`config.mk`:
```
export PLATFORM = sky130hd
export DESIGN_NAME = tensor_transpose_address_gen_top
export DESIGN_NICKNAME = d
export VERILOG_FILES = /design/src/rtl/core/tta_pkg.sv /design/src/rtl/core/tensor_transpose_address_gen_top.sv /design/src/rtl/core/tta_derive.sv /design/src/rtl/core/tta_front.sv /design/src/rtl/core/tta_queue.sv /design/src/rtl/core/tta_back.sv
export SDC_FILE = /design/constraint.sdc
export NUM_CORES = 2
export LEC_CHECK = 0
export BUFFER_PORTS_ARGS = -buffer_cell sky130_fd_sc_hd__buf_2
export CELL_PAD_IN_SITES_DETAIL_PLACEMENT = 1
export CELL_PAD_IN_SITES_GLOBAL_PLACEMENT = 1
export CORE_MARGIN = 2
export CORE_UTILIZATION = 53
export CTS_BUF_LIST = sky130_fd_sc_hd__clkbuf_4
export CTS_CLUSTER_DIAMETER = 80
export DETAILED_ROUTE_END_ITERATION = 12
export PLACE_DENSITY_LB_ADDON = 0.12
export REMOVE_ABC_BUFFERS = 1
export SYNTH_ARGS = -nofsm -noshare
export SYNTH_HDL_FRONTEND = slang
export SYNTH_SLANG_ARGS = --single-unit
```
`constraint.sdc`:
```
create_clock -name clk -period 17.1 [get_ports clk]
set_input_delay 0.855 -clock clk [delete_from_list [all_inputs] [get_ports clk]]
set_output_delay 0.855 -clock clk [all_outputs]
set_load 0.02 [all_outputs]
```
`src/rtl/core/tta_pkg.sv`:
```
// Shared types and constants for the tensor transpose address generator.
// Holds register indexes, status codes, sequencer states and the beat record.
// No dependencies; every other file of the block imports this package.
`default_nettype none

package tta_pkg;

  localparam int MAX_AXES_DEF   = 4;
  localparam int DIM_BITS_DEF   = 16;
  localparam int REG_AXES       = 4;
  localparam int RANK_W         = 3;
  localparam int SIZE_W         = 16;
  localparam int ORDER_W        = 8;
  localparam int DATA_W         = 32;
  localparam int APB_DATA_W     = 32;
  localparam int APB_ADDR_W     = 5;
  localparam int QUEUE_DEPTH    = 2;

  localparam logic [RANK_W-1:0]  RANK_RST  = 3'd1;
  localparam logic [SIZE_W-1:0]  SIZE_RST  = 16'd1;
  localparam logic [ORDER_W-1:0] ORDER_RST = 8'd228;

  typedef enum logic [2:0] {
    REG_RANK   = 3'd0,
    REG_SIZE_A = 3'd1,
    REG_SIZE_B = 3'd2,
    REG_SIZE_C = 3'd3,
    REG_SIZE_D = 3'd4,
    REG_ORDER  = 3'd5
  } reg_idx_t;

  typedef enum logic [1:0] {
    ST_OK        = 2'd0,
    ST_BAD_ORDER = 2'd1,
    ST_TOO_LARGE = 2'd2
  } status_t;

  typedef enum logic [2:0] {
    DRV_IDLE,
    DRV_START,
    DRV_STRIDE,
    DRV_REWIND,
    DRV_DELTA
  } drv_state_t;

  typedef struct packed {
    logic    busy;
    status_t status;
  } drv_info_t;

  typedef struct packed {
    status_t             status;
    logic                last;
    logic [DATA_W-1:0]   element;
    logic [DATA_W-1:0]   dest;
  } beat_t;

endpackage

`default_nettype wire

```
`src/rtl/core/tensor_transpose_address_gen_top.sv`:
```
// Top level of the tensor transpose address generator: register file and block wiring.
// Depends on tta_pkg, tta_derive, tta_front, tta_queue and tta_back.
//
// Elements of a tensor of up to MAX_AXES axes enter in row-major order, one per beat, and
// leave in the same order with their linear index in the permuted output tensor, a last
// flag on the final element and a status code. In steady state the block takes one beat
// per clock while in_tready is high; a beat goes through the queue and the output register,
// and the two-entry queue lets the input flow on while the output stalls. After reset and
// each write to a mapped register, a setup pass of START, STRIDE, REWIND and DELTA steps
// derives the strides, one multiply per axis per clock, with in_tready low; the write also
// restarts the tensor at its first element. Write registers only while no beats are in flight.
`default_nettype none

module tensor_transpose_address_gen_top #(
  parameter int MAX_AXES = tta_pkg::MAX_AXES_DEF,
  parameter int DIM_BITS = tta_pkg::DIM_BITS_DEF
) (
  input  wire logic                             clk,
  input  wire logic                             rst_n,
  input  wire logic                             in_tvalid,
  output logic                                  in_tready,
  // element_bits
  input  wire logic [tta_pkg::DATA_W-1:0]       in_tdata,
  output logic                                  out_tvalid,
  input  wire logic                             out_tready,
  // dest_index, element_out
  output logic      [2*tta_pkg::DATA_W-1:0]     out_tdata,
  output logic                                  out_tlast,
  // status
  output logic      [1:0]                       out_tuser,
  input  wire logic                             cfg_psel,
  input  wire logic                             cfg_penable,
  input  wire logic                             cfg_pwrite,
  input  wire logic [tta_pkg::APB_ADDR_W-1:0]   cfg_paddr,
  input  wire logic [tta_pkg::APB_DATA_W-1:0]   cfg_pwdata,
  output logic      [tta_pkg::APB_DATA_W-1:0]   cfg_prdata,
  output logic                                  cfg_pready
);
  import tta_pkg::*;

  logic [RANK_W-1:0]  rank_r;
  logic [SIZE_W-1:0]  size_r [REG_AXES];
  logic [ORDER_W-1:0] order_r;

  reg_idx_t            reg_idx;
  logic                cfg_wr;
  logic                cfg_hit;

  logic [DIM_BITS-1:0] ext_m1 [MAX_AXES];
  logic [DATA_W-1:0]   delta  [MAX_AXES];
  drv_info_t           info;
  logic                push, pop, q_full, q_valid;
  beat_t               f_beat, q_beat;

  assign cfg_pready = 1'b1;
  assign cfg_wr     = cfg_psel && cfg_penable && cfg_pwrite && cfg_pready;
  assign reg_idx    = reg_idx_t'(cfg_paddr[APB_ADDR_W-1:2]);

  always_comb begin
    case (reg_idx)
      REG_RANK, REG_SIZE_A, REG_SIZE_B, REG_SIZE_C, REG_SIZE_D, REG_ORDER: cfg_hit = cfg_wr;
      default: cfg_hit = 1'b0;
    endcase
  end

  always_ff @(posedge clk) begin
    if (!rst_n) begin
      rank_r  <= RANK_RST;
      for (int i = 0; i < REG_AXES; i++) begin
        size_r[i] <= SIZE_RST;
      end
      order_r <= ORDER_RST;
    end else if (cfg_wr) begin
      case (reg_idx)
        REG_RANK:   rank_r    <= cfg_pwdata[RANK_W-1:0];
        REG_SIZE_A: size_r[0] <= cfg_pwdata[SIZE_W-1:0];
        REG_SIZE_B: size_r[1] <= cfg_pwdata[SIZE_W-1:0];
        REG_SIZE_C: size_r[2] <= cfg_pwdata[SIZE_W-1:0];
        REG_SIZE_D: size_r[3] <= cfg_pwdata[SIZE_W-1:0];
        REG_ORDER:  order_r   <= cfg_pwdata[ORDER_W-1:0];
        default: begin
        end
      endcase
    end
  end

  always_comb begin
    case (reg_idx)
      REG_RANK:   cfg_prdata = APB_DATA_W'(rank_r);
      REG_SIZE_A: cfg_prdata = APB_DATA_W'(size_r[0]);
      REG_SIZE_B: cfg_prdata = APB_DATA_W'(size_r[1]);
      REG_SIZE_C: cfg_prdata = APB_DATA_W'(size_r[2]);
      REG_SIZE_D: cfg_prdata = APB_DATA_W'(size_r[3]);
      REG_ORDER:  cfg_prdata = APB_DATA_W'(order_r);
      default:    cfg_prdata = '0;
    endcase
  end

  tta_derive #(
    .MAX_AXES (MAX_AXES),
    .DIM_BITS (DIM_BITS)
  ) u_derive (
    .clk        (clk),
    .rst_n      (rst_n),
    .start      (cfg_hit),
    .rank       (rank_r),
    .size_axis  (size_r),
    .axis_order (order_r),
    .ext_m1     (ext_m1),
    .delta      (delta),
    .info       (info)
  );

  tta_front #(
    .MAX_AXES (MAX_AXES),
    .DIM_BITS (DIM_BITS)
  ) u_front (
    .clk        (clk),
    .rst_n      (rst_n),
    .clear      (cfg_hit),
    .in_tvalid  (in_tvalid),
    .in_tready  (in_tready),
    .in_tdata   (in_tdata),
    .ext_m1     (ext_m1),
    .delta      (delta),
    .info       (info),
    .queue_full (q_full),
    .push       (push),
    .beat       (f_beat)
  );

  tta_queue u_queue (
    .clk      (clk),
    .rst_n    (rst_n),
    .push     (push),
    .beat_in  (f_beat),
    .full     (q_full),
    .pop      (pop),
    .valid    (q_valid),
    .beat_out (q_beat)
  );

  tta_back u_back (
    .clk        (clk),
    .rst_n      (rst_n),
    .q_valid    (q_valid),
    .q_beat     (q_beat),
    .pop        (pop),
    .out_tvalid (out_tvalid),
    .out_tready (out_tready),
    .out_tdata  (out_tdata),
    .out_tlast  (out_tlast),
    .out_tuser  (out_tuser)
  );

endmodule

`default_nettype wire

```
`src/rtl/core/tta_derive.sv`:
```
// Shape decoder: turns the configuration registers into per-axis extents and index steps.
// A short sequencer with one stride multiply per cycle runs after reset and each start.
// Depends on tta_pkg.
`default_nettype none

module tta_derive #(
  parameter int MAX_AXES = tta_pkg::MAX_AXES_DEF,
  parameter int DIM_BITS = tta_pkg::DIM_BITS_DEF
) (
  input  wire logic                        clk,
  input  wire logic                        rst_n,
  input  wire logic                        start,
  input  wire logic [tta_pkg::RANK_W-1:0]  rank,
  input  wire logic [tta_pkg::SIZE_W-1:0]  size_axis [tta_pkg::REG_AXES],
  input  wire logic [tta_pkg::ORDER_W-1:0] axis_order,
  output logic      [DIM_BITS-1:0]         ext_m1 [MAX_AXES],
  output logic      [tta_pkg::DATA_W-1:0]  delta [MAX_AXES],
  output tta_pkg::drv_info_t               info
);
  import tta_pkg::*;

  localparam int             AW         = (MAX_AXES > 1) ? $clog2(MAX_AXES) : 1;
  localparam int             PW         = 33 + DIM_BITS;
  localparam logic [3:0]     MAX_AXES_V = 4'(MAX_AXES);
  localparam logic [AW-1:0]  LAST_IDX   = AW'(MAX_AXES - 1);
  localparam logic [32:0]    TOTAL_LIM  = {1'b1, 32'd0};
  localparam logic [32:0]    TOTAL_SAT  = {1'b1, 31'd0, 1'b1};

  logic [3:0]          r_eff;
  logic [DIM_BITS-1:0] ext  [MAX_AXES];
  logic [3:0]          ord4 [MAX_AXES];
  logic [AW-1:0]       ord  [MAX_AXES];
  logic [MAX_AXES-1:0] seen;
  logic                order_ok;

  drv_state_t          state_r, state_nxt;
  logic [AW-1:0]       cnt_r, cnt_nxt;
  logic [AW-1:0]       cnt_m1;

  logic [DATA_W-1:0]   ostride_r [MAX_AXES];
  logic [DATA_W-1:0]   istride_r [MAX_AXES];
  logic [DATA_W-1:0]   rewind_r  [MAX_AXES];
  logic [DATA_W-1:0]   delta_r   [MAX_AXES];
  logic [DIM_BITS-1:0] ext_m1_r  [MAX_AXES];
  logic [DATA_W-1:0]   acc_r;
  logic [32:0]         total_r;
  status_t             status_r;

  logic [PW-1:0]       total_prod;
  logic [32:0]         total_nxt;
  logic [DATA_W-1:0]   stride_prod;
  logic [DIM_BITS-1:0] ext_sel;
  logic [DATA_W-1:0]   rew_prod;

  always_comb begin
    r_eff = {1'b0, rank};
    if (rank == '0) begin
      r_eff = 4'd1;
    end else if ({1'b0, rank} > MAX_AXES_V) begin
      r_eff = MAX_AXES_V;
    end
  end

  for (genvar g = 0; g < MAX_AXES; g++) begin : g_axis
    if (g < REG_AXES) begin : g_reg
      logic [31:0]         size_wide;
      logic [DIM_BITS-1:0] size_cut;
      logic                in_use;
      assign size_wide = 32'(size_axis[g]);
      assign size_cut  = size_wide[DIM_BITS-1:0];
      assign in_use    = (4'(g) < r_eff);
      assign ext[g]    = (in_use && (size_cut != '0)) ? size_cut : DIM_BITS'(1);
      assign ord4[g]   = in_use ? 4'(axis_order[2*g +: 2]) : 4'(g);
    end else begin : g_pad
      assign ext[g]  = DIM_BITS'(1);
      assign ord4[g] = 4'(g);
    end
  end

  always_comb begin
    seen     = '0;
    order_ok = 1'b1;
    for (int i = 0; i < MAX_AXES; i++) begin
      if (4'(i) < r_eff) begin
        if (ord4[i] >= r_eff) begin
          order_ok = 1'b0;
        end else if (seen[AW'(ord4[i])]) begin
          order_ok = 1'b0;
        end else begin
          seen[AW'(ord4[i])] = 1'b1;
        end
      end
    end
    for (int i = 0; i < MAX_AXES; i++) begin
      ord[i] = order_ok ? AW'(ord4[i]) : AW'(i);
    end
  end

  assign cnt_m1      = cnt_r - 1'b1;
  assign total_prod  = PW'(total_r) * PW'(ext[cnt_r]);
  assign total_nxt   = (total_prod > PW'(TOTAL_LIM)) ? TOTAL_SAT : total_prod[32:0];
  assign stride_prod = 32'(ostride_r[cnt_r] * 32'(ext[ord[cnt_r]]));
  assign ext_sel     = ext[ord[cnt_r]];
  assign rew_prod    = 32'(32'(ext_sel - 1'b1) * ostride_r[cnt_r]);

  always_ff @(posedge clk) begin
    if (!rst_n) begin
      state_r <= DRV_START;
      cnt_r   <= '0;
    end else begin
      state_r <= state_nxt;
      cnt_r   <= cnt_nxt;
    end
  end

  always_comb begin
    state_nxt = state_r;
    cnt_nxt   = cnt_r;
    case (state_r)
      DRV_IDLE: begin
      end
      DRV_START: begin
        state_nxt = DRV_STRIDE;
        cnt_nxt   = LAST_IDX;
      end
      DRV_STRIDE: begin
        if (cnt_r == '0) begin
          state_nxt = DRV_REWIND;
          cnt_nxt   = LAST_IDX;
        end else begin
          cnt_nxt = cnt_m1;
        end
      end
      DRV_REWIND: begin
        if (cnt_r == '0) begin
          state_nxt = DRV_DELTA;
          cnt_nxt   = LAST_IDX;
        end else begin
          cnt_nxt = cnt_m1;
        end
      end
      DRV_DELTA: begin
        if (cnt_r == '0) begin
          state_nxt = DRV_IDLE;
        end else begin
          cnt_nxt = cnt_m1;
        end
      end
      default: begin
        state_nxt = DRV_IDLE;
      end
    endcase
    if (start) begin
      state_nxt = DRV_START;
    end
  end

  always_ff @(posedge clk) begin
    case (state_r)
      DRV_START: begin
        ostride_r[MAX_AXES-1] <= 32'd1;
        total_r               <= 33'd1;
        acc_r                 <= '0;
      end
      DRV_STRIDE: begin
        total_r <= total_nxt;
        if (cnt_r != '0) begin
          ostride_r[cnt_m1] <= stride_prod;
        end
      end
      DRV_REWIND: begin
        istride_r[ord[cnt_r]] <= ostride_r[cnt_r];
        rewind_r[ord[cnt_r]]  <= rew_prod;
      end
      DRV_DELTA: begin
        delta_r[cnt_r] <= istride_r[cnt_r] - acc_r;
        acc_r          <= acc_r + rewind_r[cnt_r];
        if (cnt_r == '0) begin
          for (int i = 0; i < MAX_AXES; i++) begin
            ext_m1_r[i] <= ext[i] - 1'b1;
          end
          if (!order_ok) begin
            status_r <= ST_BAD_ORDER;
          end else if (total_r > TOTAL_LIM) begin
            status_r <= ST_TOO_LARGE;
          end else begin
            status_r <= ST_OK;
          end
        end
      end
      default: begin
      end
    endcase
  end

  assign ext_m1      = ext_m1_r;
  assign delta       = delta_r;
  assign info.busy   = (state_r != DRV_IDLE);
  assign info.status = status_r;

endmodule

`default_nettype wire

```
`src/rtl/core/tta_front.sv`:
```
// Front end: accepts element beats and steps the per-axis coordinate counters.
// Each accepted beat is tagged with its destination index and pushed to the queue.
// Depends on tta_pkg.
`default_nettype none

module tta_front #(
  parameter int MAX_AXES = tta_pkg::MAX_AXES_DEF,
  parameter int DIM_BITS = tta_pkg::DIM_BITS_DEF
) (
  input  wire logic                       clk,
  input  wire logic                       rst_n,
  input  wire logic                       clear,
  input  wire logic                       in_tvalid,
  output logic                            in_tready,
  input  wire logic [tta_pkg::DATA_W-1:0] in_tdata,
  input  wire logic [DIM_BITS-1:0]        ext_m1 [MAX_AXES],
  input  wire logic [tta_pkg::DATA_W-1:0] delta [MAX_AXES],
  input  wire tta_pkg::drv_info_t         info,
  input  wire logic                       queue_full,
  output logic                            push,
  output tta_pkg::beat_t                  beat
);
  import tta_pkg::*;

  localparam int AW = (MAX_AXES > 1) ? $clog2(MAX_AXES) : 1;

  logic [DIM_BITS-1:0] pos_r   [MAX_AXES];
  logic [DIM_BITS-1:0] pos_nxt [MAX_AXES];
  logic [DATA_W-1:0]   run_r, run_nxt;
  logic                last;
  logic [AW-1:0]       sel;
  logic                accept;

  assign in_tready = !info.busy && !queue_full;
  assign accept    = in_tvalid && in_tready;

  always_comb begin
    last = 1'b1;
    sel  = '0;
    for (int i = 0; i < MAX_AXES; i++) begin
      if (pos_r[i] != ext_m1[i]) begin
        last = 1'b0;
        sel  = AW'(i);
      end
    end
    run_nxt = last ? '0 : run_r + delta[sel];
    for (int k = 0; k < MAX_AXES; k++) begin
      if (last || (AW'(k) > sel)) begin
        pos_nxt[k] = '0;
      end else if (AW'(k) == sel) begin
        pos_nxt[k] = pos_r[k] + 1'b1;
      end else begin
        pos_nxt[k] = pos_r[k];
      end
    end
  end

  always_ff @(posedge clk) begin
    if (!rst_n || clear) begin
      for (int i = 0; i < MAX_AXES; i++) begin
        pos_r[i] <= '0;
      end
      run_r <= '0;
    end else if (accept) begin
      pos_r <= pos_nxt;
      run_r <= run_nxt;
    end
  end

  assign push         = accept;
  assign beat.status  = info.status;
  assign beat.last    = last;
  assign beat.element = in_tdata;
  assign beat.dest    = run_r;

endmodule

`default_nettype wire

```
`src/rtl/core/tta_queue.sv`:
```
// Short first-in first-out queue of tagged beats between the front and the back end.
// Depends on tta_pkg.
`default_nettype none

module tta_queue (
  input  wire logic           clk,
  input  wire logic           rst_n,
  input  wire logic           push,
  input  wire tta_pkg::beat_t beat_in,
  output logic                full,
  input  wire logic           pop,
  output logic                valid,
  output tta_pkg::beat_t      beat_out
);
  import tta_pkg::*;

  localparam int QW = (QUEUE_DEPTH > 1) ? $clog2(QUEUE_DEPTH) : 1;
  localparam logic [QW-1:0] PTR_LAST = QW'(QUEUE_DEPTH - 1);
  localparam logic [QW:0]   CNT_FULL = (QW + 1)'(QUEUE_DEPTH);

  beat_t        mem_r [QUEUE_DEPTH];
  logic [QW-1:0] wr_ptr_r, rd_ptr_r;
  logic [QW:0]   count_r;

  assign full     = (count_r == CNT_FULL);
  assign valid    = (count_r != '0);
  assign beat_out = mem_r[rd_ptr_r];

  always_ff @(posedge clk) begin
    if (push) begin
      mem_r[wr_ptr_r] <= beat_in;
    end
  end

  always_ff @(posedge clk) begin
    if (!rst_n) begin
      wr_ptr_r <= '0;
      rd_ptr_r <= '0;
      count_r  <= '0;
    end else begin
      if (push) begin
        wr_ptr_r <= (wr_ptr_r == PTR_LAST) ? '0 : wr_ptr_r + 1'b1;
      end
      if (pop) begin
        rd_ptr_r <= (rd_ptr_r == PTR_LAST) ? '0 : rd_ptr_r + 1'b1;
      end
      case ({push, pop})
        2'b10:   count_r <= count_r + 1'b1;
        2'b01:   count_r <= count_r - 1'b1;
        default: count_r <= count_r;
      endcase
    end
  end

endmodule

`default_nettype wire

```
`src/rtl/core/tta_back.sv`:
```
// Back end: output register that drives the result stream from the queue head.
// Depends on tta_pkg.
`default_nettype none

module tta_back (
  input  wire logic                         clk,
  input  wire logic                         rst_n,
  input  wire logic                         q_valid,
  input  wire tta_pkg::beat_t               q_beat,
  output logic                              pop,
  output logic                              out_tvalid,
  input  wire logic                         out_tready,
  output logic [2*tta_pkg::DATA_W-1:0]      out_tdata,
  output logic                              out_tlast,
  output logic [1:0]                        out_tuser
);
  import tta_pkg::*;

  logic  out_valid_r;
  beat_t out_beat_r;

  assign pop = q_valid && (!out_valid_r || out_tready);

  always_ff @(posedge clk) begin
    if (!rst_n) begin
      out_valid_r <= 1'b0;
    end else if (pop) begin
      out_valid_r <= 1'b1;
    end else if (out_tready) begin
      out_valid_r <= 1'b0;
    end
  end

  always_ff @(posedge clk) begin
    if (pop) begin
      out_beat_r <= q_beat;
    end
  end

  assign out_tvalid = out_valid_r;
  assign out_tdata  = {out_beat_r.element, out_beat_r.dest};
  assign out_tlast  = out_beat_r.last;
  assign out_tuser  = out_beat_r.status;

endmodule

`default_nettype wire

```
==> flow_summary.toml <==
[placement]
dpl.hpwl_mm = 186
pre_cts_ws_ps = 2170
buffer_ports.inserted = 142
gp_congestion = 0.896

[logic_synthesis]
synth.lib_cells_used.distinct = 102
yosysTopAreaCell = "edfxtp_1"
post_synth.cell_area_avg_sq_um = 10.5
synth_top_area_frac = 0.290
ys_seq_elements = 1027
asyncSetResetFlopFracSynth = 0
post_synth_main_area_contributors = "edfxtp_1, fa_1, ha_1"
synth-main-ff-cell = "edfxtp_1"
synth.cell_area_sq_um = 87300
synth-seq-area-share = 0.332
synth_edf_count = 844
syn_inst = 8309
yosysWarnings = 0

[timing]
final_critical_path_share_of_the_clock_period = 0.886
rsz_0062_raised_after_global_routing = "false"
setup-violations-final = 0
tightestPinTransition_ps = 1360
setup_total_negative_slack_ps = 0
layout_min_cycle_time_ps = 15160
fin_ws_ps = 1940
clock.fmax_mhz = 66.0
whs_ps = 201
fin_worst_skew_ps = 202
drv_slew = 0
final_hold_viol_count = 0
slew-limit-headroom = 0.0938

[die]
fp.coreArea_sq_um = 163000
fp.dieH_um = 410
dieWidth_um = 410
row_count = 148
initial_utilization = 0.535
top_level_ports = 178
die-area_sq_um = 168000

[global_route]
antenna_found_initial = 10
global_route.usage.total = 0.312
grt_start_max_net_pins = 85
total_global_routing_overflow = 0
grt_pass1_vias = 71038
grt_first_pass_wirelength_mm = 405

[drt]
drc_errors = 0
viasPerCell = 5.78
antenna_violating_nets_post_route = 0
drt-wirelength-per-cell_um = 23.4
route.final.wire_length_mm = 256
dr.first_iter.drc_count = 3824
first_pass_iters = 6
via_count = 63129

[critical_path]
slowest_stage = "fa_1"
worstSetupEndpoint = "u_derive.rewind_r[1][31]"
critical_path_peak_fanout = 24
reg2reg_depth = 44
worst-endpoint-required_ps = 18130
timing.critical_path.to_type = "flop"
worst-r2r-setup-slack_ps = 1940
rr_startpoint = "rank_r[1]"
worst-endpoint-arrival_ps = 16190
worstSetupStartpoint = "rank_r[1]"
critical_path.max_stage_delay_ps = 750
timing.setup.critical_path_class = "reg -> reg"
critPathMostFrequentCell = "fa_1"
start_kind = "flop"
timing.rr.end = "u_derive.rewind_r[1][31]"

[pwr]
power_per_cell_area_nw_per_um2 = 147
vdd_ir_drop_max_uv = 161
cellLeakagePower_nw = 38.8

[hold_path]
hold-path-cell-count = 3
class_of_the_worst_hold_path = "in -> reg"

[status]
status = "finished clean"

[clocking]
root_buffer = "clkbuf_4"
clkLatencyLatePin_ps = 1390
htreeDepth = 5
clock_sinks = 1027
cts_made_buffers = 294
cts_tree = "built"
worst_path_clk_slew_ps = 60
cts_resized = 0
max-clock-path-buffers = 4

[final_layout]
fillerInstances = 17692
mostFrequentLayoutCells = "nand2_1, inv_1, fa_1"
mostFrequentLayoutCell = "nand2_1"
final_util = 0.579
areaGrowthSynthToFinish_pct = 8.25
fin_nets = 10129
layout-drive-gt1-share = 0.115

[run]
maxCapViolations = 0
## report_power, final
part / switching (mW) / internal, mW
combinational: 4.96 / 3.16
clock: 1.09 / 1.16
sequential: 0.182 / 3.38
total: 6.24 / 7.70
## what timing repair did
item,in CTS,in global routing
setup endpoints to repair,0,0
hold buffers,49,0
hold endpoints to repair,140,0
buffers inserted,0,0
## critical path, delay by kind of cell (launching register included)
kind	cells	cell delay, ps
flip-flops	1	600
XOR/XNOR	11	3140
AND/OR/NAND/NOR	7	2230
adder cells (fa/ha/maj)	10	4970
AO/OA/AOI/OAI	8	2680
buffers and inverters	8	1320
## registers in the layout, summed over array words and instances (netlist names), 32 cells and up, named ones only
name and count:
u_derive.istride_r 128, u_queue.mem_r 134, u_derive.total_r 33, u_front.pos_r 64, u_derive.ext_m1 64, u_back.out_tdata 64
u_derive.delta 128, u_derive.rewind_r 128, u_derive.acc_r 32, u_front.run_r 32, u_derive.ostride_r 128, size_r 64
## cell families (layout without fill, tap and decap cells)
group | Yosys count | count (layout) | synth area share
mux | 272 | 272 | 0.0451
buf+inv | 1602 | 2017 | 0.0700
fa+ha+maj | 1525 | 1525 | 0.314
flops | 1027 | 1027 | 0.332
compound gates | 860 | 860 | 0.0640
simple gates | 2656 | 2656 | 0.137
xor+xnor | 365 | 365 | 0.0380
other cells | 2 | 31 | 0.0000860
## cell usage after synthesis (all sizes together), types with 12 or more instances
cell type and n:
a211oi 38, a21boi 85, a21o 44, a21oi 196
a22oi 39, a31oi 28, and2 244, and3 48
buf 78, clkbuf 338, dfxtp 183, edfxtp 844
fa 1105, ha 420, inv 1176, mux2 102
mux2i 83, mux4 87, nand2 1241, nand2b 85
nand3 84, nand4 32, nor2 600, nor2b 52
nor3 101, nor3b 12, nor4 51, o211ai 15
o21a 25, o21ai 221, o21bai 22, o22ai 16
o31a 13, or2 18, or3 52, xnor2 191
xor2 166
## metrics by stage
step	cell area, sq um	total power [mW]	cells
after CTS	94500	14.0	10914
after global placement	90400	11.2	10358
after floorplan	85700	9.31	7908
after global routing	94500	15.1	10926
after detailed placement	90400	11.6	10358
final	94500	13.9	10928
## layer usage
metal | GRT usage | vias up | routed length (um) | share of wire
li1 | - | 27655 | - | -
met1 | 0.398 | 32888 | 104000 | 0.41
met2 | 0.534 | 1984 | 127000 | 0.50
met3 | 0.0523 | 594 | 15100 | 0.059
met4 | 0.117 | 8 | 9470 | 0.037
met5 | 0 | - | 68 | 0.00027
## area by class of cell
class	count	area [sq um]	share of cell area
multi-input combinational	5695	52500	0.556
sequential	1027	29000	0.307
inverter	1186	4450	0.0471
clock buffer	429	3220	0.0341
tap	2175	2720	0.0288
timing repair buffer	324	2200	0.0233
clock inverter	78	335	0.00355
antenna	14	35.0	0.000371
## how the worst min path moves through the flow
stage | from | endpoint | slack (ps)
2_1_floorplan | u_derive.status_r[0] | u_queue.mem_r[0][65] | 420
3_3_place_gp | u_derive.status_r[1] | u_queue.mem_r[0][66] | 420
4_1_cts | in_tvalid | u_front.pos_r[1] | 90
3_5_place_dp | u_derive.status_r[1] | u_queue.mem_r[1][66] | 450
5_1_grt | rst_n | size_r[0] | 130
6_report | rst_n | size_r[0] | 200
Power figures use the tool's default switching activity.
